`src/hw/rtl/rlspe_pkg.sv`:
```
// ----------------------------------------------------------------------------
// rlspe_pkg
// Shared types and constants of the RGB LED strip bitstream encoder.
// ----------------------------------------------------------------------------
package rlspe_pkg;

  // Color layout: green in 23:16, red in 15:8, blue in 7:0
  localparam int BITS_PER_COLOR = 8;
  localparam int BITS_PER_LED   = 3 * BITS_PER_COLOR;
  localparam int COLOR_W        = BITS_PER_LED;
  localparam int BITPOS_W       = 5;

  // Field widths
  localparam int DUTY_W          = 16;
  localparam int RESET_SLOTS_W   = 12;
  localparam int LED_COUNT_W     = 9;
  localparam int LED_IDX_FIELD_W = 10;
  localparam int FUNC_W          = 2;
  localparam int PHASE_W         = 2;

  // Stream and register port widths
  localparam int S_TDATA_W = 40;
  localparam int M_TDATA_W = 24;
  localparam int APB_AW    = 4;
  localparam int APB_DW    = 32;

  // Input word kinds
  typedef enum logic [FUNC_W-1:0] {
    FUNC_WRITE = 2'd0,
    FUNC_START = 2'd1,
    FUNC_TICK  = 2'd2
  } func_e;

  // Frame phase codes
  localparam logic [PHASE_W-1:0] PHASE_IDLE  = 2'd0;
  localparam logic [PHASE_W-1:0] PHASE_DATA  = 2'd1;
  localparam logic [PHASE_W-1:0] PHASE_RESET = 2'd2;

  // Register indexes (byte address is 4 * index)
  localparam logic [1:0] REG_DUTY_ONE    = 2'd0;
  localparam logic [1:0] REG_DUTY_ZERO   = 2'd1;
  localparam logic [1:0] REG_RESET_SLOTS = 2'd2;
  localparam logic [1:0] REG_LED_COUNT   = 2'd3;

  // Per-word info handed from the sequencer to the result stage
  typedef struct packed {
    logic                use_color;
    logic                active;
    logic                write_error;
    logic [PHASE_W-1:0]  phase;
    logic [BITPOS_W-1:0] bit_pos;
  } s1_info_t;

endpackage

```
`src/hw/rtl/rlspe_out.sv`:
```
// ----------------------------------------------------------------------------
// rlspe_out
// Result stage: holds each word's info while the color RAM read lands, picks
// the bit and duty, and holds the finished word in the output register.
// ----------------------------------------------------------------------------
module rlspe_out (
  input  logic                                 clk_i,
  input  logic                                 rst_ni,
  // From the sequencer
  input  logic                                 s1_push_i,
  input  rlspe_pkg::s1_info_t                  s1_info_i,
  output logic                                 s1_ready_o,
  // Color RAM read data
  input  logic [rlspe_pkg::COLOR_W-1:0]        rdata_i,
  // Configuration
  input  logic [rlspe_pkg::DUTY_W-1:0]         duty_one_i,
  input  logic [rlspe_pkg::DUTY_W-1:0]         duty_zero_i,
  // Result stream
  output logic                                 m_axis_tvalid,
  input  logic                                 m_axis_tready,
  output logic [rlspe_pkg::M_TDATA_W-1:0]      m_axis_tdata
);

  import rlspe_pkg::*;

  logic                s1_valid_q;
  s1_info_t            s1_q;
  logic                out_valid_q;
  logic [DUTY_W-1:0]   duty_q, duty_d;
  logic                active_q;
  logic                err_q;
  logic [PHASE_W-1:0]  phase_q;
  logic                out_take;

  assign out_take   = !out_valid_q || m_axis_tready;
  assign s1_ready_o = !s1_valid_q || out_take;

  // Pick the duty from the addressed color bit
  always_comb begin
    duty_d = '0;
    if (s1_q.use_color) begin
      duty_d = rdata_i[s1_q.bit_pos] ? duty_one_i : duty_zero_i;
    end
  end

  // Advance valid flags
  always_ff @(posedge clk_i or negedge rst_ni) begin
    if (!rst_ni) begin
      s1_valid_q  <= 1'b0;
      out_valid_q <= 1'b0;
    end else begin
      if (s1_ready_o) begin
        s1_valid_q <= s1_push_i;
      end
      if (out_take) begin
        out_valid_q <= s1_valid_q;
      end
    end
  end

  // Load payloads
  always_ff @(posedge clk_i) begin
    if (s1_ready_o && s1_push_i) begin
      s1_q <= s1_info_i;
    end
    if (out_take && s1_valid_q) begin
      duty_q   <= duty_d;
      active_q <= s1_q.active;
      err_q    <= s1_q.write_error;
      phase_q  <= s1_q.phase;
    end
  end

  assign m_axis_tvalid = out_valid_q;
  assign m_axis_tdata  = {4'b0000, phase_q, err_q, active_q, duty_q};

endmodule

```
`config.mk`:
```
export PLATFORM = sky130hd
export DESIGN_NAME = rlspe_out
export DESIGN_NICKNAME = d
export VERILOG_FILES = /design/src/hw/rtl/rlspe_pkg.sv /design/src/hw/rtl/rlspe_out.sv
export SDC_FILE = /design/constraint.sdc
export NUM_CORES = 1
export LEC_CHECK = 0
export BUFFER_PORTS_ARGS = -buffer_cell sky130_fd_sc_hd__clkbuf_2
export CORE_MARGIN = 1
export CORE_UTILIZATION = 25
export DETAILED_ROUTE_END_ITERATION = 10
export GPL_TIMING_DRIVEN = 0
export PLACE_DENSITY_LB_ADDON = 0.1
export SLEW_MARGIN = 20
export SYNTH_ARGS = -nofsm -noshare
export SYNTH_HDL_FRONTEND = slang
export SYNTH_SLANG_ARGS = --single-unit
export TNS_END_PERCENT = 1
```
`constraint.sdc`:
```
create_clock -name clk_i -period 2.52 [get_ports clk_i]
set_input_delay 0.378 -clock clk_i [delete_from_list [all_inputs] [get_ports clk_i]]
set_output_delay 0.378 -clock clk_i [all_outputs]
set_load 0.02 [all_outputs]
```
# Word level (Yosys, flattened, before mapping)
# Cells that the tools add are included.
[word_totals] register_bits=32 inputBits=70 elab_cells=21
[classes] mux=3 order_cmp=1 reduce_logical=6
[ops] cell="$mux 16" n=1
[ops] cell="$lt 5x6->1 const B" n=1
[ops] cell="$bmux 1 s5" n=1
[ops] cell="$logic_and 1x1->1" n=2
[ops] cell="$logic_not 1->1" n=2
[ops] cell="$logic_or 1x1->1" n=2
[ops] cell="$mux 1" n=1

# Longest topological paths before layout
[depth] word_depth=4 ltp_mapped=7

# Worst setup path after synthesis
# Ideal clock, no wire load.
[synth_path] path_type="register -> register" startpoint="register s1_q[0] in the netlist's numbering" endpoint="register duty_q[10], data pin" arrival_ns=1.890 setup_slack_ns=0.372 required_ns=2.262 period_less_slack_ns=2.148 path_stages_with_launch=7 path_cell_list="edfxtp_1 > buf_6 > mux4_1 > nand2b_4 > a221oi_4 > buf_8 > mux2i_1"
[synth_via] elab_chain_len=3
[synth_lines] item="from (decl)" line="rlspe_out.sv:27" source="s1_info_t s1_q;"
[synth_lines] item="from (signal assigned)" line="rlspe_out.sv:64" source="s1_q <= s1_info_i;"
[synth_lines] item="$bmux 1 s5" line="rlspe_out.sv:42" source="duty_d = rdata_i[s1_q.bit_pos] ? duty_one_i : duty_zero_i;"
[synth_lines] item="$mux 1 (implied by the code)" line="rlspe_out.sv:42"
[synth_lines] item="$mux 16" line="rlspe_out.sv:42"
[synth_lines] item="to (signal assigned)" line="rlspe_out.sv:67" source="duty_q <= duty_d;"
[synth_lines] item="to (decl)" line="rlspe_out.sv:29" source="logic [DUTY_W-1:0] duty_q, duty_d;"
# Every way passes these cells. The select of a mux whose other input is x is not followed.
# A chain may end at the register's enable or synchronous reset.

# Worst setup path after layout
[layout_path] startpoint="register s1_q[0] in the netlist's numbering" endpoint="register duty_q[4], data pin"
# The elaborated chain is that of the path after synthesis.

==> flow_summary.yaml <==
place:
  hpwl_um: 2790
  post-place-ws_ns: 0.145
  gp_congestion: 0.693
  dpl.cell_count: 287
  port_buffers: 91
clock_network:
  htree_levels: 2
  cts_made_buffers: 5
  cts.sinks: 32
  cts.clk_slew.worst_paths_ns: 0.07
  clockBufferDepth: 2
  cts_root_buf: "clkbuf_8"
  cts_tree: "yes"
  clkLatencyLatePin_ns: 0.28
floorplanning:
  die_x_um: 82.4
  core-area_um2: 6060
  start_util: 0.267
  ios: 96
  rows: 28
  die_h_um: 82.4
  die_area_um2: 6790
timing:
  skew_ns: 0.00765
  rsz0062_at_grt: "false"
  worstMarginPinSlew_ns: 0.928
  setup_viol: 0
  min_period_over_period: 0.937
  clock.fmax_mhz: 423
  fin_tns_setup_ns: 0
  drv_slew: 0
  fin_crit_ns: 2.36
  relSlewSlack: 0.382
  layout_setup_ws_ns: 0.159
  hold_viol: 0
yosys:
  synthDistinctLibCells: 21
  yosysTopAreaCellShare: 0.558
  post_synth_inst_count: 118
  synth_warnings: 0
  yosysSeqAreaShare: 0.589
  synth-seq-cells: 32
  ys_top_cells_by_area: "edfxtp_1 56%, mux2i_1 11%, nand2_1 7.4%"
  syn-mean-instance-area_um2: 13.7
  synth_area_leader_cell: "edfxtp_1"
  syn_area_um2: 1620
detailed_routing:
  drt-initial-drc-count: 20
  wl_um: 3550
  ant_nets: 0
  viasPerCell: 4.21
  vias: 1246
  post_drt_wl_per_cell_um: 12.0
  drcViolationCount: 0
  first_pass_iters: 4
final_layout:
  area_growth_pct: 42.0
  drive_above_1_share: 0.502
  antenna_cells: 0
  layout.nets: 290
  finish.utilization: 0.378
  stdcell_count: 296
  fill_cells: 586
critical_path:
  crit_family: "multiplexers"
  crit_chain: "buf_6 > mux4_1 > nand2b_1 > a221oi_4 > buf_8 > mux2i_1"
  crit_path_max_fanout: 10
  arrival_ns: 2.49
  crit_path_end_kind: "flop"
  startpoint_type: "flop"
  critPathMaxStageDelay_ns: 0.55
  crit_required_ns: 2.64
  critPathSlowestCell: "mux4_1"
  cp.buffers_inverters: 2
  critPathKind: "flop to flop"
global_routing:
  grt-ovfl-total: 0
  grt_usage: 0.107
  grt_pass1_vias: 1201
  grt_pass1_wl_um: 5200
  grt_max_degree: 21
  antenna_found_initial: 0
run_status:
  outcome: "finished clean"
flow_run:
  maxCapViolCount: 0
power:
  powerDensity_nw_per_um2: 616
  p_total_mw: 1.41
  ir_drop_mv: 0.279
  leakagePower_nw: 1.10
worst_hold_path:
  hold_path.class: "input pin to flop"
==> through the flow <==
step	hold WS [ns]	instance area (µm²)
after floorplan	0.0824	1630
after global placement	0.168	2180
after detailed placement	0.166	2180
after CTS	0.254	2290
after global routing	0.249	2290
final	0.270	2290
==> kinds of logic (layout without fill, tap and decap cells) <==
| logic type | after synthesis | after routing | share of synthesized area |
|---|---|---|---|
| AO/OA/AOI/OAI | 3 | 3 | 0.0271 |
| buffers and inverters | 12 | 112 | 0.0558 |
| flip-flops | 32 | 32 | 0.589 |
| multiplexers | 23 | 23 | 0.184 |
| other | 1 | 4 | 0.00232 |
| AND/OR/NAND/NOR | 47 | 47 | 0.142 |
==> repair_timing <==
item                                   CTS  global route
hold buffers                             1             0
endpoints found under the hold margin    2             0
setup buffers                            0             0
resized for setup                        0             0
==> cell usage in the layout (no fill, tap or decap) <==
| cell type | instances |
|---|---|
| dlygate4sd3_1 | 1 |
| nor2b_1 | 2 |
| edfxtp_1 | 30 |
| nor3b_1 | 2 |
| clkinv_2 | 1 |
| conb_1 | 4 |
| and2_1 | 2 |
| mux4_1 | 4 |
| buf_8 | 1 |
| nand2b_1 | 4 |
| nor4b_1 | 2 |
| mux2i_1 | 17 |
| clkbuf_8 | 5 |
| clkbuf_2 | 91 |
| a221oi_4 | 1 |
| nand2b_4 | 1 |
| nand2_1 | 32 |
| nor3_1 | 1 |
| clkbuf_1 | 4 |
| buf_6 | 1 |
| bufinv_16 | 1 |
| dfrtp_1 | 2 |
| buf_4 | 7 |
| nand3b_1 | 1 |
| mux2_2 | 2 |
| a2111oi_0 | 2 |
==> sequential cells by signal, indices dropped and copies added, names as in the netlist <==
signal	cells
s1_q	10
active_q	1
s1_valid_q	1
m_axis_tvalid	1
err_q	1
duty_q	16
phase_q	2
==> final timing paths <==
| kind | cells after the start | slack (ns) | to | startpoint |
|---|---|---|---|---|
| worst max register to register | 6 | 0.16 | duty_q[4]$_SDFFCE_PN0P_ | s1_q[0]$_DFFE_PP_ |
| worst min-delay path | 1 | 0.27 | s1_q[6]$_DFFE_PP_ | s1_info_i[6] |
| worst min register to register | 0 | 0.42 | active_q$_DFFE_PP_ | s1_q[8]$_DFFE_PP_ |
| min in group asynchronous | 2 | 0.41 | m_axis_tvalid$_DFFE_PN0P_ | rst_ni |
| max in group asynchronous | 2 | 2.01 | s1_valid_q$_DFFE_PN0P_ | rst_ni |
| worst max-delay path | 6 | 0.16 | duty_q[4]$_SDFFCE_PN0P_ | s1_q[0]$_DFFE_PP_ |
==> worst reg2reg max path, delay by kind of cell (launching register included) <==
kind / cells / cell delay [ns]
mux: 2 / 0.75
compound gates: 1 / 0.54
buf+inv: 2 / 0.38
flops: 1 / 0.34
simple gates: 1 / 0.19
==> report_power, final <==
group / switching (mW) / internal [mW]
Clock: 0.186 / 0.293
Combinational: 0.148 / 0.132
Sequential: 0.0143 / 0.640
==> per-layer routing <==
layer	global-route usage	part of all wire	up-vias
met2	0.174	0.49	44
met1	0.119	0.41	572
met5	0	0	-
li1	-	-	625
met3	0.0451	0.088	5
met4	0.0579	0.013	0
==> Yosys cell counts, drive strengths merged <==
library cell and n:
mux2 2, nor2b 2, mux2i 17, edfxtp 30
nor3b 2, a221oi 1, clkbuf 3, nand2 32
nand2b 5, buf 9, a2111oi 2, and2 2
nor4b 2, dfrtp 2, nand3b 1, conb 1
nor3 1, mux4 4
==> layout make-up <==
type | count | area (µm²) | area share
repair buffers | 92 | 465 | 0.203
plain buffers | 12 | 90.1 | 0.0393
clock buffers | 6 | 72.6 | 0.0316
well taps | 75 | 93.8 | 0.0409
flip-flops and latches | 32 | 951 | 0.415
multi-input cells | 77 | 586 | 0.255
clock inverters | 2 | 35.0 | 0.0153
No activity file was read; power rests on OpenSTA's default activity.
