## src/hw/rtl/rlspe_pkg.sv

```systemverilog
// ----------------------------------------------------------------------------
// rlspe_pkg
// Shared types and constants of the RGB LED strip bitstream encoder.
// ----------------------------------------------------------------------------
package rlspe_pkg;

  // Color layout: green in 23:16, red in 15:8, blue in 7:0
  localparam int BITS_PER_COLOR = 8;
  localparam int BITS_PER_LED   = 3 * BITS_PER_COLOR;
  localparam int COLOR_W        = BITS_PER_LED;
  localparam int BITPOS_W       = 5;

  // Field widths
  localparam int DUTY_W          = 16;
  localparam int RESET_SLOTS_W   = 12;
  localparam int LED_COUNT_W     = 9;
  localparam int LED_IDX_FIELD_W = 10;
  localparam int FUNC_W          = 2;
  localparam int PHASE_W         = 2;

  // Stream and register port widths
  localparam int S_TDATA_W = 40;
  localparam int M_TDATA_W = 24;
  localparam int APB_AW    = 4;
  localparam int APB_DW    = 32;

  // Input word kinds
  typedef enum logic [FUNC_W-1:0] {
    FUNC_WRITE = 2'd0,
    FUNC_START = 2'd1,
    FUNC_TICK  = 2'd2
  } func_e;

  // Frame phase codes
  localparam logic [PHASE_W-1:0] PHASE_IDLE  = 2'd0;
  localparam logic [PHASE_W-1:0] PHASE_DATA  = 2'd1;
  localparam logic [PHASE_W-1:0] PHASE_RESET = 2'd2;

  // Register indexes (byte address is 4 * index)
  localparam logic [1:0] REG_DUTY_ONE    = 2'd0;
  localparam logic [1:0] REG_DUTY_ZERO   = 2'd1;
  localparam logic [1:0] REG_RESET_SLOTS = 2'd2;
  localparam logic [1:0] REG_LED_COUNT   = 2'd3;

  // Per-word info handed from the sequencer to the result stage
  typedef struct packed {
    logic                use_color;
    logic                active;
    logic                write_error;
    logic [PHASE_W-1:0]  phase;
    logic [BITPOS_W-1:0] bit_pos;
  } s1_info_t;

endpackage

```

## src/hw/rtl/rlspe_ctrl.sv

```systemverilog
// ----------------------------------------------------------------------------
// rlspe_ctrl
// Frame sequencer: decodes input words, steps the LED, bit and reset counters,
// drives the color RAM and clears it after reset.
// ----------------------------------------------------------------------------
module rlspe_ctrl #(
  parameter int MAX_LEDS = 256,
  parameter int IDX_W = (MAX_LEDS > 1) ? $clog2(MAX_LEDS) : 1
) (
  input  logic                                   clk_i,
  input  logic                                   rst_ni,
  // Input words
  input  logic                                   in_valid_i,
  output logic                                   in_ready_o,
  input  rlspe_pkg::func_e                       func_i,
  input  logic [rlspe_pkg::LED_IDX_FIELD_W-1:0]  led_index_i,
  input  logic [rlspe_pkg::BITS_PER_COLOR-1:0]   red_i,
  input  logic [rlspe_pkg::BITS_PER_COLOR-1:0]   green_i,
  input  logic [rlspe_pkg::BITS_PER_COLOR-1:0]   blue_i,
  // Configuration
  input  logic [rlspe_pkg::RESET_SLOTS_W-1:0]    reset_slots_i,
  input  logic [rlspe_pkg::LED_COUNT_W-1:0]      led_count_i,
  // Result stage
  input  logic                                   s1_ready_i,
  output logic                                   s1_push_o,
  output rlspe_pkg::s1_info_t                    s1_info_o,
  // Color RAM
  output logic                                   ram_we_o,
  output logic [IDX_W-1:0]                       ram_waddr_o,
  output logic [rlspe_pkg::COLOR_W-1:0]          ram_wdata_o,
  output logic                                   ram_re_o,
  output logic [IDX_W-1:0]                       ram_raddr_o
);

  import rlspe_pkg::*;

  localparam int EFF_W = $clog2(MAX_LEDS + 1);
  localparam int CMP_W = ((EFF_W > LED_IDX_FIELD_W) ? EFF_W : LED_IDX_FIELD_W) + 1;
  localparam int RST_CMP_W = RESET_SLOTS_W + 1;

  logic [PHASE_W-1:0]       phase_q, phase_d;
  logic [IDX_W-1:0]         led_q, led_d;
  logic [BITPOS_W-1:0]      bit_q, bit_d;
  logic [RESET_SLOTS_W-1:0] rst_cnt_q, rst_cnt_d;
  logic                     clr_busy_q, clr_busy_d;
  logic [IDX_W-1:0]         clr_addr_q, clr_addr_d;

  logic                     accept;
  logic [CMP_W-1:0]         eff_count;
  logic [PHASE_W-1:0]       reset_entry_phase;
  logic                     last_led;
  logic                     last_slot;

  assign in_ready_o = !clr_busy_q && s1_ready_i;
  assign accept     = in_valid_i && in_ready_o;
  assign s1_push_o  = accept;

  // Effective LED count, capped at the store depth
  assign eff_count = (CMP_W'(led_count_i) > CMP_W'(MAX_LEDS)) ? CMP_W'(MAX_LEDS)
                                                             : CMP_W'(led_count_i);

  assign reset_entry_phase = (reset_slots_i == '0) ? PHASE_IDLE : PHASE_RESET;
  assign last_led  = (CMP_W'(led_q) + CMP_W'(1)) >= eff_count;
  assign last_slot = (RST_CMP_W'(rst_cnt_q) + RST_CMP_W'(1)) >= RST_CMP_W'(reset_slots_i);

  // Decode the word and step the frame counters
  always_comb begin
    phase_d     = phase_q;
    led_d       = led_q;
    bit_d       = bit_q;
    rst_cnt_d   = rst_cnt_q;
    clr_busy_d  = clr_busy_q;
    clr_addr_d  = clr_addr_q;
    s1_info_o   = '0;
    ram_we_o    = 1'b0;
    ram_waddr_o = led_index_i[IDX_W-1:0];
    ram_wdata_o = {green_i, red_i, blue_i};
    ram_re_o    = 1'b0;
    ram_raddr_o = led_q;

    // Clear the color store after reset, one entry a cycle
    if (clr_busy_q) begin
      ram_we_o    = 1'b1;
      ram_waddr_o = clr_addr_q;
      ram_wdata_o = '0;
      if (clr_addr_q == IDX_W'(MAX_LEDS - 1)) begin
        clr_busy_d = 1'b0;
      end else begin
        clr_addr_d = clr_addr_q + IDX_W'(1);
      end
    end

    if (accept) begin
      case (func_i)
        FUNC_WRITE: begin
          if (CMP_W'(led_index_i) >= eff_count) begin
            s1_info_o.write_error = 1'b1;
          end else begin
            ram_we_o = 1'b1;
          end
        end
        FUNC_START: begin
          if (phase_q == PHASE_IDLE) begin
            led_d     = '0;
            bit_d     = '0;
            rst_cnt_d = '0;
            phase_d   = (eff_count == '0) ? reset_entry_phase : PHASE_DATA;
          end
        end
        FUNC_TICK: begin
          case (phase_q)
            PHASE_DATA: begin
              ram_re_o            = 1'b1;
              s1_info_o.use_color = 1'b1;
              s1_info_o.active    = 1'b1;
              s1_info_o.bit_pos   = BITPOS_W'(BITS_PER_LED - 1) - bit_q;
              if (bit_q >= BITPOS_W'(BITS_PER_LED - 1)) begin
                bit_d = '0;
                if (last_led) begin
                  led_d     = '0;
                  rst_cnt_d = '0;
                  phase_d   = reset_entry_phase;
                end else begin
                  led_d = led_q + IDX_W'(1);
                end
              end else begin
                bit_d = bit_q + BITPOS_W'(1);
              end
            end
            PHASE_RESET: begin
              s1_info_o.active = 1'b1;
              if (last_slot) begin
                rst_cnt_d = '0;
                phase_d   = PHASE_IDLE;
              end else begin
                rst_cnt_d = rst_cnt_q + RESET_SLOTS_W'(1);
              end
            end
            default: begin
            end
          endcase
        end
        default: begin
        end
      endcase
    end

    s1_info_o.phase = phase_d;
  end

  // Hold sequencer state
  always_ff @(posedge clk_i or negedge rst_ni) begin
    if (!rst_ni) begin
      phase_q    <= PHASE_IDLE;
      led_q      <= '0;
      bit_q      <= '0;
      rst_cnt_q  <= '0;
      clr_busy_q <= 1'b1;
      clr_addr_q <= '0;
    end else begin
      phase_q    <= phase_d;
      led_q      <= led_d;
      bit_q      <= bit_d;
      rst_cnt_q  <= rst_cnt_d;
      clr_busy_q <= clr_busy_d;
      clr_addr_q <= clr_addr_d;
    end
  end

endmodule

```

## config.mk

```make
export PLATFORM = sky130hd
export DESIGN_NAME = rlspe_ctrl
export DESIGN_NICKNAME = d
export VERILOG_FILES = /design/src/hw/rtl/rlspe_pkg.sv /design/src/hw/rtl/rlspe_ctrl.sv
export SDC_FILE = /design/constraint.sdc
export NUM_CORES = 1
export LEC_CHECK = 0
export ABC_AREA = 0
export BUFFER_PORTS_ARGS = -buffer_cell sky130_fd_sc_hd__buf_2
export CAP_MARGIN = 40
export CORE_UTILIZATION = 30
export CTS_BUF_LIST = sky130_fd_sc_hd__clkbuf_8
export DETAILED_ROUTE_END_ITERATION = 16
export HOLD_SLACK_MARGIN = 0.02
export PLACE_DENSITY = 0.62
export SYNTH_ARGS = -nofsm -noshare
export SYNTH_HDL_FRONTEND = slang
export SYNTH_SLANG_ARGS = --single-unit
```

## constraint.sdc

```tcl
create_clock -name clk_i -period 3.2 [get_ports clk_i]
set_input_delay 0.64 -clock clk_i [delete_from_list [all_inputs] [get_ports clk_i]]
set_output_delay 0.64 -clock clk_i [all_outputs]
set_load 0.01 [all_outputs]
```

# After elaboration in Yosys (flattened, before gate mapping)
# Index checks and enable logic that the tools add are counted.
[op_classes] order_cmp=5 mux=44 reduce_logical=13 eq_ne=11 n_addsub=7 bitwise_logic=1
[ops] operator="$mux W12" count=4
[ops] operator="$pmux W12 S2" count=2
[ops] operator="$mux W8" count=5
[ops] operator="$mux W5" count=6
[ops] operator="$mux W24" count=1
[ops] operator="$add A8 B1 Y8 const B" count=2
[ops] operator="$mux W2" count=8
[ops] operator="$pmux W8 S2" count=1
[ops] operator="$add A12 B1 Y13 const B" count=1
[ops] operator="$ge A13 B12 Y1" count=1
[ops] operator="$add A12 B1 Y12 const B" count=1
[ops] operator="$logic_not A12 Y1" count=1
[ops] operator="$mux W1" count=12
[ops] operator="$logic_not A11 Y1" count=1
[ops] operator="$ge A10 B9 Y1" count=1
[ops] operator="$pmux W5 S2" count=1
[ops] operator="$add A8 B1 Y9 const B" count=1
[ops] operator="$ge A9 B9 Y1" count=1
[ops] operator="$gt A9 B9 Y1 const B" count=1
[ops] operator="$mux W9" count=1
[ops] operator="$eq A8 B8 Y1 const B" count=1
[ops] operator="$pmux W2 S2" count=2
[ops] operator="$ne A2 B2 Y1 const B" count=3
[ops] operator="$ne A3 B3 Y1 const B" count=2
[ops] operator="other kinds (17)" count=21
[totals] word_cells=87 out_inout_bits=54 regBits=36 in_bits=61

# Depth between registers and ports, before layout
# Gate-level depths: netlist (run 1).
[logic_depth] depth_word=8 mapped_depth=14

# Least setup slack after synthesis (run 1)
# No wires, ideal clock.
[synth_path] path_type="register -> output" start="register led_q[0] (netlist: ram_raddr_o[0])" end="output s1_info_o[5] (netlist bit)" arrival_ps=2781 stages_incl_launch_ff=13 path_buffers=0 path_slack_ps=-221 path_cell_list="dfrtp_1 ha_1 nand3_1 nor2_1 xor2_1 ha_1 a21o_1 a21o_1 a221o_1 nor2_1 nor2_1 o311ai_2 a22o_1"
[synth_lines] element="start: declaration" line_no="rlspe_ctrl.sv:42" source="logic [IDX_W-1:0] led_q, led_d;"
[synth_lines] element="start signal: assignment" line_no="rlspe_ctrl.sv:162" source="led_q <= led_d;"
[synth_lines] element="end: declaration" line_no="rlspe_ctrl.sv:26" source="output rlspe_pkg::s1_info_t s1_info_o,"

==> results of run 1 <==
Yosys cell counts, types with 3 or more instances:
cell type	number	area share, %
xor2_1	10	2.7
dfrtp_1	35	27
o31ai_2	3	1.2
nor4_1	4	0.77
inv_1	26	3.0
o21ai_2	7	1.9
nor2_1	26	3.0
nand2b_1	8	1.5
mux2_2	7	2.4
nor3_1	3	0.46
a31oi_1	3	0.58
a32o_1	7	2.2
nor2b_1	28	5.4
clkbuf_1	5	0.58
xnor2_1	15	4.0
and3_1	9	1.7
a21oi_1	8	1.2
o21ai_1	10	1.5
ha_1	42	16
nand4_1	9	1.7
nand2_1	34	3.9
nand3_1	17	2.6
a21o_1	8	1.8
routing by layer:
| layer | up-vias | GRT usage, % | part of all wire [%] |
|---|---|---|---|
| met5 | - | 0 | 0 |
| met4 | 0 | 6.55 | 1.7 |
| met3 | 14 | 2.70 | 2.5 |
| met2 | 44 | 29.2 | 50 |
| met1 | 1531 | 22.0 | 46 |
| li1 | 1634 | - | - |
registers in the layout, indices dropped and copies added (netlist names):
signal and flops:
clr_addr_q 8, bit_q 5, phase_q 2, rst_cnt_q 12
clr_busy_q 1, ram_raddr_o 8
placed cells by master, fill, tap and decap left out, types with 3 or more instances in the layout:
cell type  count
buf_2        112
nand2_1       32
mux2_2         7
clkbuf_8       6
ha_4           3
nor3_1         3
o31ai_2        3
a21o_1         8
o21ai_2        7
nor2_1        22
a32o_1         7
nand4_1        9
buf_6          3
nand2b_1       8
nor4_1         4
inv_1         28
and3_1         9
dfrtp_1       34
a21oi_1        8
a31oi_1        3
xor2_1         9
xnor2_1       14
o21ai_1       10
buf_4         65
nor2b_1       27
nand3_1       16
ha_1          38
stage by stage:
stage / power [uW] / TNS (ns) / std cells / utilization (%) / hold slack, ns
floorplan: 633 / -0.232 / 362 / - / 0.344
global route: 1200 / -1.42 / 676 / 44.9 / 0.238
finish: 1130 / -1.05 / 676 / 44.9 / 0.217
detailed placement: 765 / -0.960 / 656 / 41.7 / 0.484
CTS: 1120 / -1.00 / 673 / 43.7 / 0.232
global placement: 752 / -0.500 / 655 / 41.5 / 0.464
power groups by stage:
stage                     Sequential (uW)  Combinational (uW)  Clock [uW]
after floorplan                       490                 143           0
after global placement                489                 263           0
after detailed placement              490                 275           0
after CTS                             482                 290         351
after global routing                  484                 338         374
final                                 482                 303         343
cell type report:
| class | count | area [um^2] |
|---|---|---|
| Fill cell | 1007 | 5740 |
| Multi-Input combinational cell | 287 | 2300 |
| Timing Repair Buffer | 181 | 1100 |
| Sequential cell | 36 | 903 |
| Tap cell | 136 | 170 |
| Inverter | 28 | 108 |
| Clock buffer | 6 | 82.6 |
| Clock inverter | 2 | 7.51 |
worst min path at each step:
| stage | startpoint | to |
|---|---|---|
| 3_3_place_gp | rst_cnt_q[10] | rst_cnt_q[10] |
| 4_1_cts | rst_ni | ram_raddr_o[2] |
| 2_1_floorplan | rst_ni | bit_q[0] |
| 5_1_grt | rst_ni | ram_raddr_o[2] |
| 6_report | rst_ni | ram_raddr_o[2] |
| 3_5_place_dp | rst_cnt_q[10] | rst_cnt_q[10] |
logic make-up (layout without fill, tap and decap cells):
group | count (synthesis) | count (layout)
XOR/XNOR | 25 | 25
adder cells (fa/ha/maj) | 42 | 42
buffers and inverters | 39 | 217
multiplexers | 9 | 9
flip-flops | 36 | 36
AO/OA/AOI/OAI | 66 | 66
AND/OR/NAND/NOR | 145 | 145
repair_timing:
item / 4_1_cts / 5_1_grt
endpoints found under the setup margin: 4 / 5
pin swaps: 11 / 16
setup buffers: 9 / 3
gates resized for setup: 10 / 19
gates cloned: 0 / 0
worst max-delay path, cell delays in order (launching register included):
cell	delay [ns]
dfrtp_1	0.41
ha_4	0.18
nand3_4	0.09
nor2_4	0.12
xor2_2	0.17
ha_1	0.26
a21o_1	0.16
a21o_1	0.15
a221o_1	0.35
nor2_2	0.15
nor2_2	0.07
o311ai_4	0.33
a22o_1	0.21
buf_2	0.13
==> flow_summary.yaml, run 1 <==
place:
  io_buffers: 114
  hpwl_um: 7670
  place_ws_ns: -0.335
  gp_congestion: 0.824
  placed_cell_area_um2: 4350
clock_tree:
  clk_latency_ns: 0.30
  cts_sinks: 36
  cts_tree: "done"
  root_buffer: "clkbuf_8"
  clk_pin_slew_worst_paths_ns: 0.08
  cts_hold_buf: 0
  cts_max_level: 2
  clock_tree.buffer_depth: 2
  cts_buffers: 5
yosys:
  synth_ff_type: "dfrtp_1"
  syn_inst: 362
  synth-seq-cells: 36
  async_flop_share_pct: 100
  synth_compound_area_share_pct: 17.1
  synth-simple-area-share_pct: 23.3
  synth_top_family_by_area: "simple AND/OR/NAND/NOR gates"
  synthDistinctLibCells: 54
  yosys.area_share.adder_pct: 16.2
  yosysWarnings: 0
  netlist_area_um2: 3250
  synth_nets: 465
  synth_area_per_cell_um2: 8.98
  yosysSeqAreaShare_pct: 27.8
  synthXorXnorAreaFrac_pct: 6.74
  synth_mux_area_share_pct: 3.08
  synth_edf_count: 0
die:
  fp.coreArea_um2: 10400
  rows: 37
  fp.dieW_um: 106
  initial_core_util_pct: 31.2
  io_pins: 115
  die_h_um: 106
  fp.dieArea_um2: 11300
final_layout:
  num-nets-final: 642
  antenna_cells: 0
  area_delta_synth_final_pct: 43.9
  finalInstanceArea_um2: 4680
  final_layout_size_suffix_gt1_share_pct: 43.5
setup_path:
  worstReg2RegEnd: "rst_cnt_q[7]"
  worst_ep_arrival_time_ns: 3.09
  r2r_start: "rst_cnt_q[0]"
  critical_path.endpoint: "s1_info_o[5]"
  worstSetupStartpointType: "flop"
  crit_required_ns: 2.56
  worstSetupPathType: "reg2out"
  worstRegToRegCells: 13
  critPathCaptureType: "output port"
  crit_fanout: 3
  cp-startpoint: "ram_raddr_o[1]"
  rrSetupSlack_ns: 0.18
pwr:
  p_seq_share_pct: 42.7
  switching_share_pct: 30.6
  ir_drop_uv: 137
  clkPwrFrac_pct: 30.4
  power_density_nw_per_um2: 241
  p_leak_uw: 0.00246
  p_switching_uw: 346
  p_int_uw: 784
  power_frac_comb_pct: 26.9
drt:
  vias: 3223
  routed_wirelength_um: 9600
  first_pass_iters: 4
  antenna_left: 0
  drc: 0
  post_drt_wl_per_cell_um: 14.2
  drtIter0Drc: 121
  via_per_inst: 4.77
sta:
  rsz0062_at_grt: "true"
  final-hold-violation-count: 0
  worst_slack_ns: -0.525
  max_freq_mhz: 268
  slew_viol_final: 0
  post-route-period-util_pct: 116
  fin_skew_ns: 0.00583
  tightestPinTransition_ns: 0.529
  setup_viol: 2
  min_period_ns: 3.73
  slew_headroom_pct: 64.5
global_routing:
  grt_overflow: 0
  grt_pass1_wl_um: 15600
  track_usage_pct: 17.2
  grt_antenna_before_repair: 0
  grt_pass1_vias: 3245
  grt_max_degree: 38
hold_path:
  holdCritPathClass: "in2async"
run:
  maxCapViolCount: 0
run_status:
  outcome: "complete, but fails checks"
  violations: "negative setup slack"
Note: power is estimated with default switching activity, not from simulation.
==> inputs of run 2 (changes only) <==
Clock period 3.2 ns to 3.01 ns, I/O delays scaled along.
==> flow_summary.yaml, run 2 (synthesized netlist as in run 1, its figures left out) <==
run_status:
  outcome: "complete, but fails checks"
  violations: "negative setup slack"
clock_tree:
  cts_max_level: 2
  cts_tree: "done"
  root_buffer: "clkbuf_8"
  clk_latency_ns: 0.29
  cts_hold_buf: 0
  clk_pin_slew_worst_paths_ns: 0.07
  clock_tree.buffer_depth: 2
  cts_buffers: 5
  cts_sinks: 36
die:
  fp.dieW_um: 106
  rows: 37
  fp.dieArea_um2: 11300
  fp.coreArea_um2: 10400
  die_h_um: 106
  io_pins: 115
  initial_core_util_pct: 31.2
drt:
  antenna_left: 0
  via_per_inst: 4.72
  routed_wirelength_um: 9270
  post_drt_wl_per_cell_um: 13.7
  first_pass_iters: 4
  drtIter0Drc: 106
  drc: 0
  vias: 3183
sta:
  rsz0062_at_grt: "true"
  slew_headroom_pct: 71.0
  tightestPinTransition_ns: 0.435
  max_freq_mhz: 278
  fin_skew_ns: 0.00179
  post-route-period-util_pct: 119
  worst_slack_ns: -0.584
  min_period_ns: 3.59
  final-hold-violation-count: 0
  slew_viol_final: 0
  setup_viol: 2
run:
  maxCapViolCount: 0
final_layout:
  antenna_cells: 0
  finalInstanceArea_um2: 4660
  fillCellCount: 1031
  final_cell_mix: "112 x buf_2, 59 x buf_4, 38 x ha_1"
  num-nets-final: 641
  final_core_util_pct: 44.8
  final_layout_size_suffix_gt1_share_pct: 43.6
  final_common_cell: "buf_2"
  area_delta_synth_final_pct: 43.5
  largest_reg_flops: 12
  regMostFlops: "rst_cnt_q"
  seqCellArea_um2: 903
  multi_input_area_um2: 2290
setup_path:
  critPathCaptureType: "output port"
  worstSetupPathType: "reg2out"
  worstReg2RegEnd: "rst_cnt_q[7]"
  r2r_start: "rst_cnt_q[0]"
  worstRegToRegCells: 13
  crit_chain: "ha_2 -> nand3_2 -> nor2_4 -> xor2_2 -> ha_1 -> a21o_1 -> a21o_1 -> a221o_1 -> nor2_2 -> nor2_1 -> o311ai_2 -> a22o_1 -> buf_2"
  rrSetupSlack_ns: 0.18
  cp_slowest_cell: "dfrtp_1"
  crit_required_ns: 2.41
  worstSetupStartpointType: "flop"
  cp_common_cell: "a21o_1"
  worst_ep_arrival_time_ns: 2.99
  crit_fanout: 3
  cpPeakStageDelay_ns: 0.39
pwr:
  ir_drop_uv: 144
  p_int_uw: 807
  switching_share_pct: 30.7
  power_density_nw_per_um2: 250
  clkPwrFrac_pct: 28.8
  p_leak_uw: 0.00247
  power_frac_comb_pct: 27.3
  p_switching_uw: 358
  p_seq_share_pct: 43.8
global_routing:
  grt_pass1_wl_um: 15700
  grt_max_degree: 38
  grt_overflow: 0
  grt_pass1_vias: 3269
  grt_antenna_before_repair: 0
  track_usage_pct: 17.3
place:
  io_buffers: 114
  hpwl_um: 7570
  placed_cell_area_um2: 4380
  gp_congestion: 0.808
hold_path:
  holdCritPathClass: "in2async"
[run 2: cell count changes in the layout (fill, tap and decap cells not counted), sizes merged]
cell    previous run  this run
clkinv             0         2
inv               30        29
clkbuf             6         5
buf              181       180
[run 2: per-stage QoR]
stage | setup WS [ns] | setup TNS [ns] | hold WS (ns) | power, uW | cells
3_5_place_dp | -0.463 | -1.20 | 0.477 | 816 | 660
2_1_floorplan | -0.268 | -0.536 | 0.306 | 673 | 362
5_1_grt | -0.794 | -1.64 | 0.189 | 1240 | 675
4_1_cts | -0.665 | -1.32 | 0.183 | 1170 | 672
3_3_place_gp | -0.369 | -1.03 | 0.467 | 804 | 659
6_report | -0.584 | -1.16 | 0.189 | 1160 | 675
[run 2: metal layers]
| layer | part of all wire [%] | GRT usage, % |
|---|---|---|
| met1 | 47 | 22.8 |
| met2 | 50 | 30.0 |
| met3 | 2.6 | 2.45 |
| met4 | 0.75 | 4.07 |
| met5 | 0 | 0 |
[run 2: cell type report]
class / instances / area share [%]
Tap cell: 136 / 3.65
Timing Repair Buffer: 180 / 23.9
Multi-Input combinational cell: 287 / 49.0
Sequential cell: 36 / 19.4
Clock buffer: 5 / 1.48
Clock inverter: 3 / 0.268
Inverter: 28 / 2.36
[run 2: critical path: cells and delay by family (launching register included)]
kind | cells | cell delay [ns]
fa+ha+maj | 2 | 0.48
flops | 1 | 0.39
xor+xnor | 1 | 0.15
simple gates | 4 | 0.41
compound gates | 5 | 1.15
buf+inv | 1 | 0.13
[run 2: power groups by stage]
stage          clock, uW  sequential (uW)  combinational, uW
6_report             336              510                318
5_1_grt              372              513                357
4_1_cts              351              511                313
3_5_place_dp           0              520                296
3_3_place_gp           0              520                284
2_1_floorplan          0              521                152
[run 2: worst max-delay path by stage]
stage	startpoint	end	slack (ns)	cells past startpoint
4_1_cts	ram_raddr_o[1]	s1_info_o[5]	-0.67	13
5_1_grt	ram_raddr_o[1]	s1_info_o[5]	-0.79	13
3_5_place_dp	ram_raddr_o[1]	s1_info_o[5]	-0.46	13
3_3_place_gp	ram_raddr_o[1]	s1_info_o[5]	-0.37	13
6_report	ram_raddr_o[1]	s1_info_o[5]	-0.58	13
2_1_floorplan	ram_raddr_o[1]	s1_info_o[5]	-0.27	12
[run 2: timing repair]
action	in CTS	in global routing
pin swaps	11	11
gates resized for setup	15	16
endpoints found under the setup margin	6	9
setup buffers	5	3
hold endpoints to repair	0	0
==> inputs of run 3 (changes only) <==
Settings changed: REMOVE_ABC_BUFFERS set to 1.
==> flow_summary.yaml, run 3 (synthesized netlist as in run 1, its figures left out) <==
run_status:
  outcome: "complete, but fails checks"
  violations: "negative setup slack"
global_routing:
  grt_max_degree: 38
  grt_antenna_before_repair: 0
  grt_pass1_wl_um: 14700
  grt_overflow: 0
  grt_pass1_vias: 3184
  track_usage_pct: 16.1
die:
  die_h_um: 106
  rows: 37
  io_pins: 115
  fp.dieArea_um2: 11300
  fp.coreArea_um2: 10400
  fp.dieW_um: 106
  initial_core_util_pct: 31.2
clock_tree:
  cts_sinks: 36
  root_buffer: "clkbuf_8"
  cts_buffers: 5
  cts_tree: "done"
  clock_tree.buffer_depth: 2
  clk_pin_slew_worst_paths_ns: 0.07
  clk_latency_ns: 0.28
  cts_max_level: 2
place:
  hpwl_um: 7150
  placed_cell_area_um2: 4370
  place_inst: 658
  gp_congestion: 0.847
  io_buffers: 114
pwr:
  power_frac_comb_pct: 27.3
  p_switching_uw: 347
  ir_drop_uv: 156
  p_leak_uw: 0.00254
  power_density_nw_per_um2: 245
  p_int_uw: 837
  clkPwrFrac_pct: 29.6
  switching_share_pct: 29.3
  p_seq_share_pct: 43.1
final_layout:
  seqCellArea_um2: 902
  regMostFlops: "rst_cnt_q"
  final_layout_size_suffix_gt1_share_pct: 45.3
  antenna_cells: 0
  area_delta_synth_final_pct: 48.3
  final_cell_mix: "113 x buf_2, 59 x buf_4, 38 x ha_1"
  final_core_util_pct: 46.3
  multi_input_area_um2: 2360
  fillCellCount: 1009
  largest_reg_flops: 12
  final_common_cell: "buf_2"
  finalInstanceArea_um2: 4820
  num-nets-final: 645
  final_cells: 679
drt:
  vias: 3254
  routed_wirelength_um: 8910
  m1WireLength_um: 4060
  antenna_left: 0
  first_pass_iters: 4
  met3WireLength_um: 340
  post_drt_wl_per_cell_um: 13.1
  wl_met2_um: 4460
  via_per_inst: 4.79
  top_layer: "met4"
  drc: 0
  drtIter0Drc: 154
sta:
  min_period_ns: 3.66
  setup_viol: 2
  post-route-period-util_pct: 122
  worst_slack_ns: -0.651
  fin_tns_setup_ns: -1.29
  fin_skew_ns: 0.00430
  final-hold-violation-count: 0
  tightestPinTransition_ns: 0.436
  hold_slack_ns: 0.257
  max_freq_mhz: 273
  slew_viol_final: 0
  rsz0062_at_grt: "true"
  slew_headroom_pct: 70.9
setup_path:
  crit_fanout: 2
  critPathCaptureType: "output port"
  cp-startpoint: "ram_raddr_o[0]"
  crit_required_ns: 2.41
  cp_slowest_cell: "dfrtp_1"
  crit_chain: "ha_2 -> nand3_4 -> nor2_4 -> xor2_2 -> ha_1 -> a21o_1 -> a21o_1 -> a221o_1 -> nor2_2 -> nor2_1 -> o311ai_2 -> a22o_1 -> buf_2"
  worst_ep_arrival_time_ns: 3.06
  worstSetupPathType: "reg2out"
  cp_common_cell: "a21o_1"
  worstSetupStartpointType: "flop"
  r2r_start: "rst_cnt_q[2]"
  cpPeakStageDelay_ns: 0.37
hold_path:
  holdCritPathClass: "in2async"
run:
  maxCapViolCount: 0
==> run 3: cell count changes in the layout (fill, tap and decap cells not counted), sizes merged <==
cell and change:
inv +1, clkinv -2, buf +3, clkbuf +2
==> run 3: final timing paths <==
check / slack [ns] / endpoint / depth (start not counted)
setup / recovery: -0.65 / s1_info_o[6] / 13
hold / removal: 0.26 / clr_addr_q[3] / 1
setup reg to reg: 0.08 / rst_cnt_q[7] / 12
hold reg to reg: 0.49 / rst_cnt_q[10] / 2
max in group asynchronous: 2.23 / clr_busy_q / 2
min in group clk_i: 0.49 / rst_cnt_q[10] / 2
==> run 3: layout make-up <==
| class | count | area share (%) |
|---|---|---|
| multi-input cells | 287 | 49.0 |
| repair buffers | 184 | 24.6 |
| flip-flops and latches | 36 | 18.7 |
| well taps | 136 | 3.53 |
| inverters | 28 | 2.28 |
| clock buffers | 6 | 1.71 |
| clock inverters | 2 | 0.156 |
==> run 3: power by group through the flow <==
stage	logic (uW)	registers, uW	clock network [uW]
after floorplan	145	520	0
after global placement	283	518	0
after detailed placement	297	518	0
after CTS	307	509	360
after global routing	363	512	379
final	323	510	351
==> run 3: what timing repair did <==
action                     CTS  global route
setup endpoints to repair    7            13
buffers inserted             7             5
pin swaps                   22            23
resized for setup           14            39
hold buffers                 0             0
cloned                       0             1
==> run 3: per-stage QoR <==
stage                     power [uW]  worst slack (ns)
final                           1180            -0.651
after CTS                       1180            -0.693
after global routing            1250            -0.824
after floorplan                  665            -0.373
after detailed placement         815            -0.466
after global placement           801            -0.438
==> run 3: layer usage <==
metal | vias up | track usage (%)
met5 | - | 0
met4 | 0 | 2.68
met3 | 2 | 2.21
met2 | 81 | 28.6
met1 | 1526 | 20.8
li1 | 1645 | -
==> run 3: worst max-delay path: cells and delay by family (launching register included) <==
| kind | cells | cell delay, ns |
|---|---|---|
| adder cells (fa/ha/maj) | 2 | 0.48 |
| AO/OA/AOI/OAI | 5 | 1.19 |
| AND/OR/NAND/NOR | 4 | 0.41 |
| XOR/XNOR | 1 | 0.19 |
| buffers and inverters | 1 | 0.14 |
| flip-flops | 1 | 0.37 |
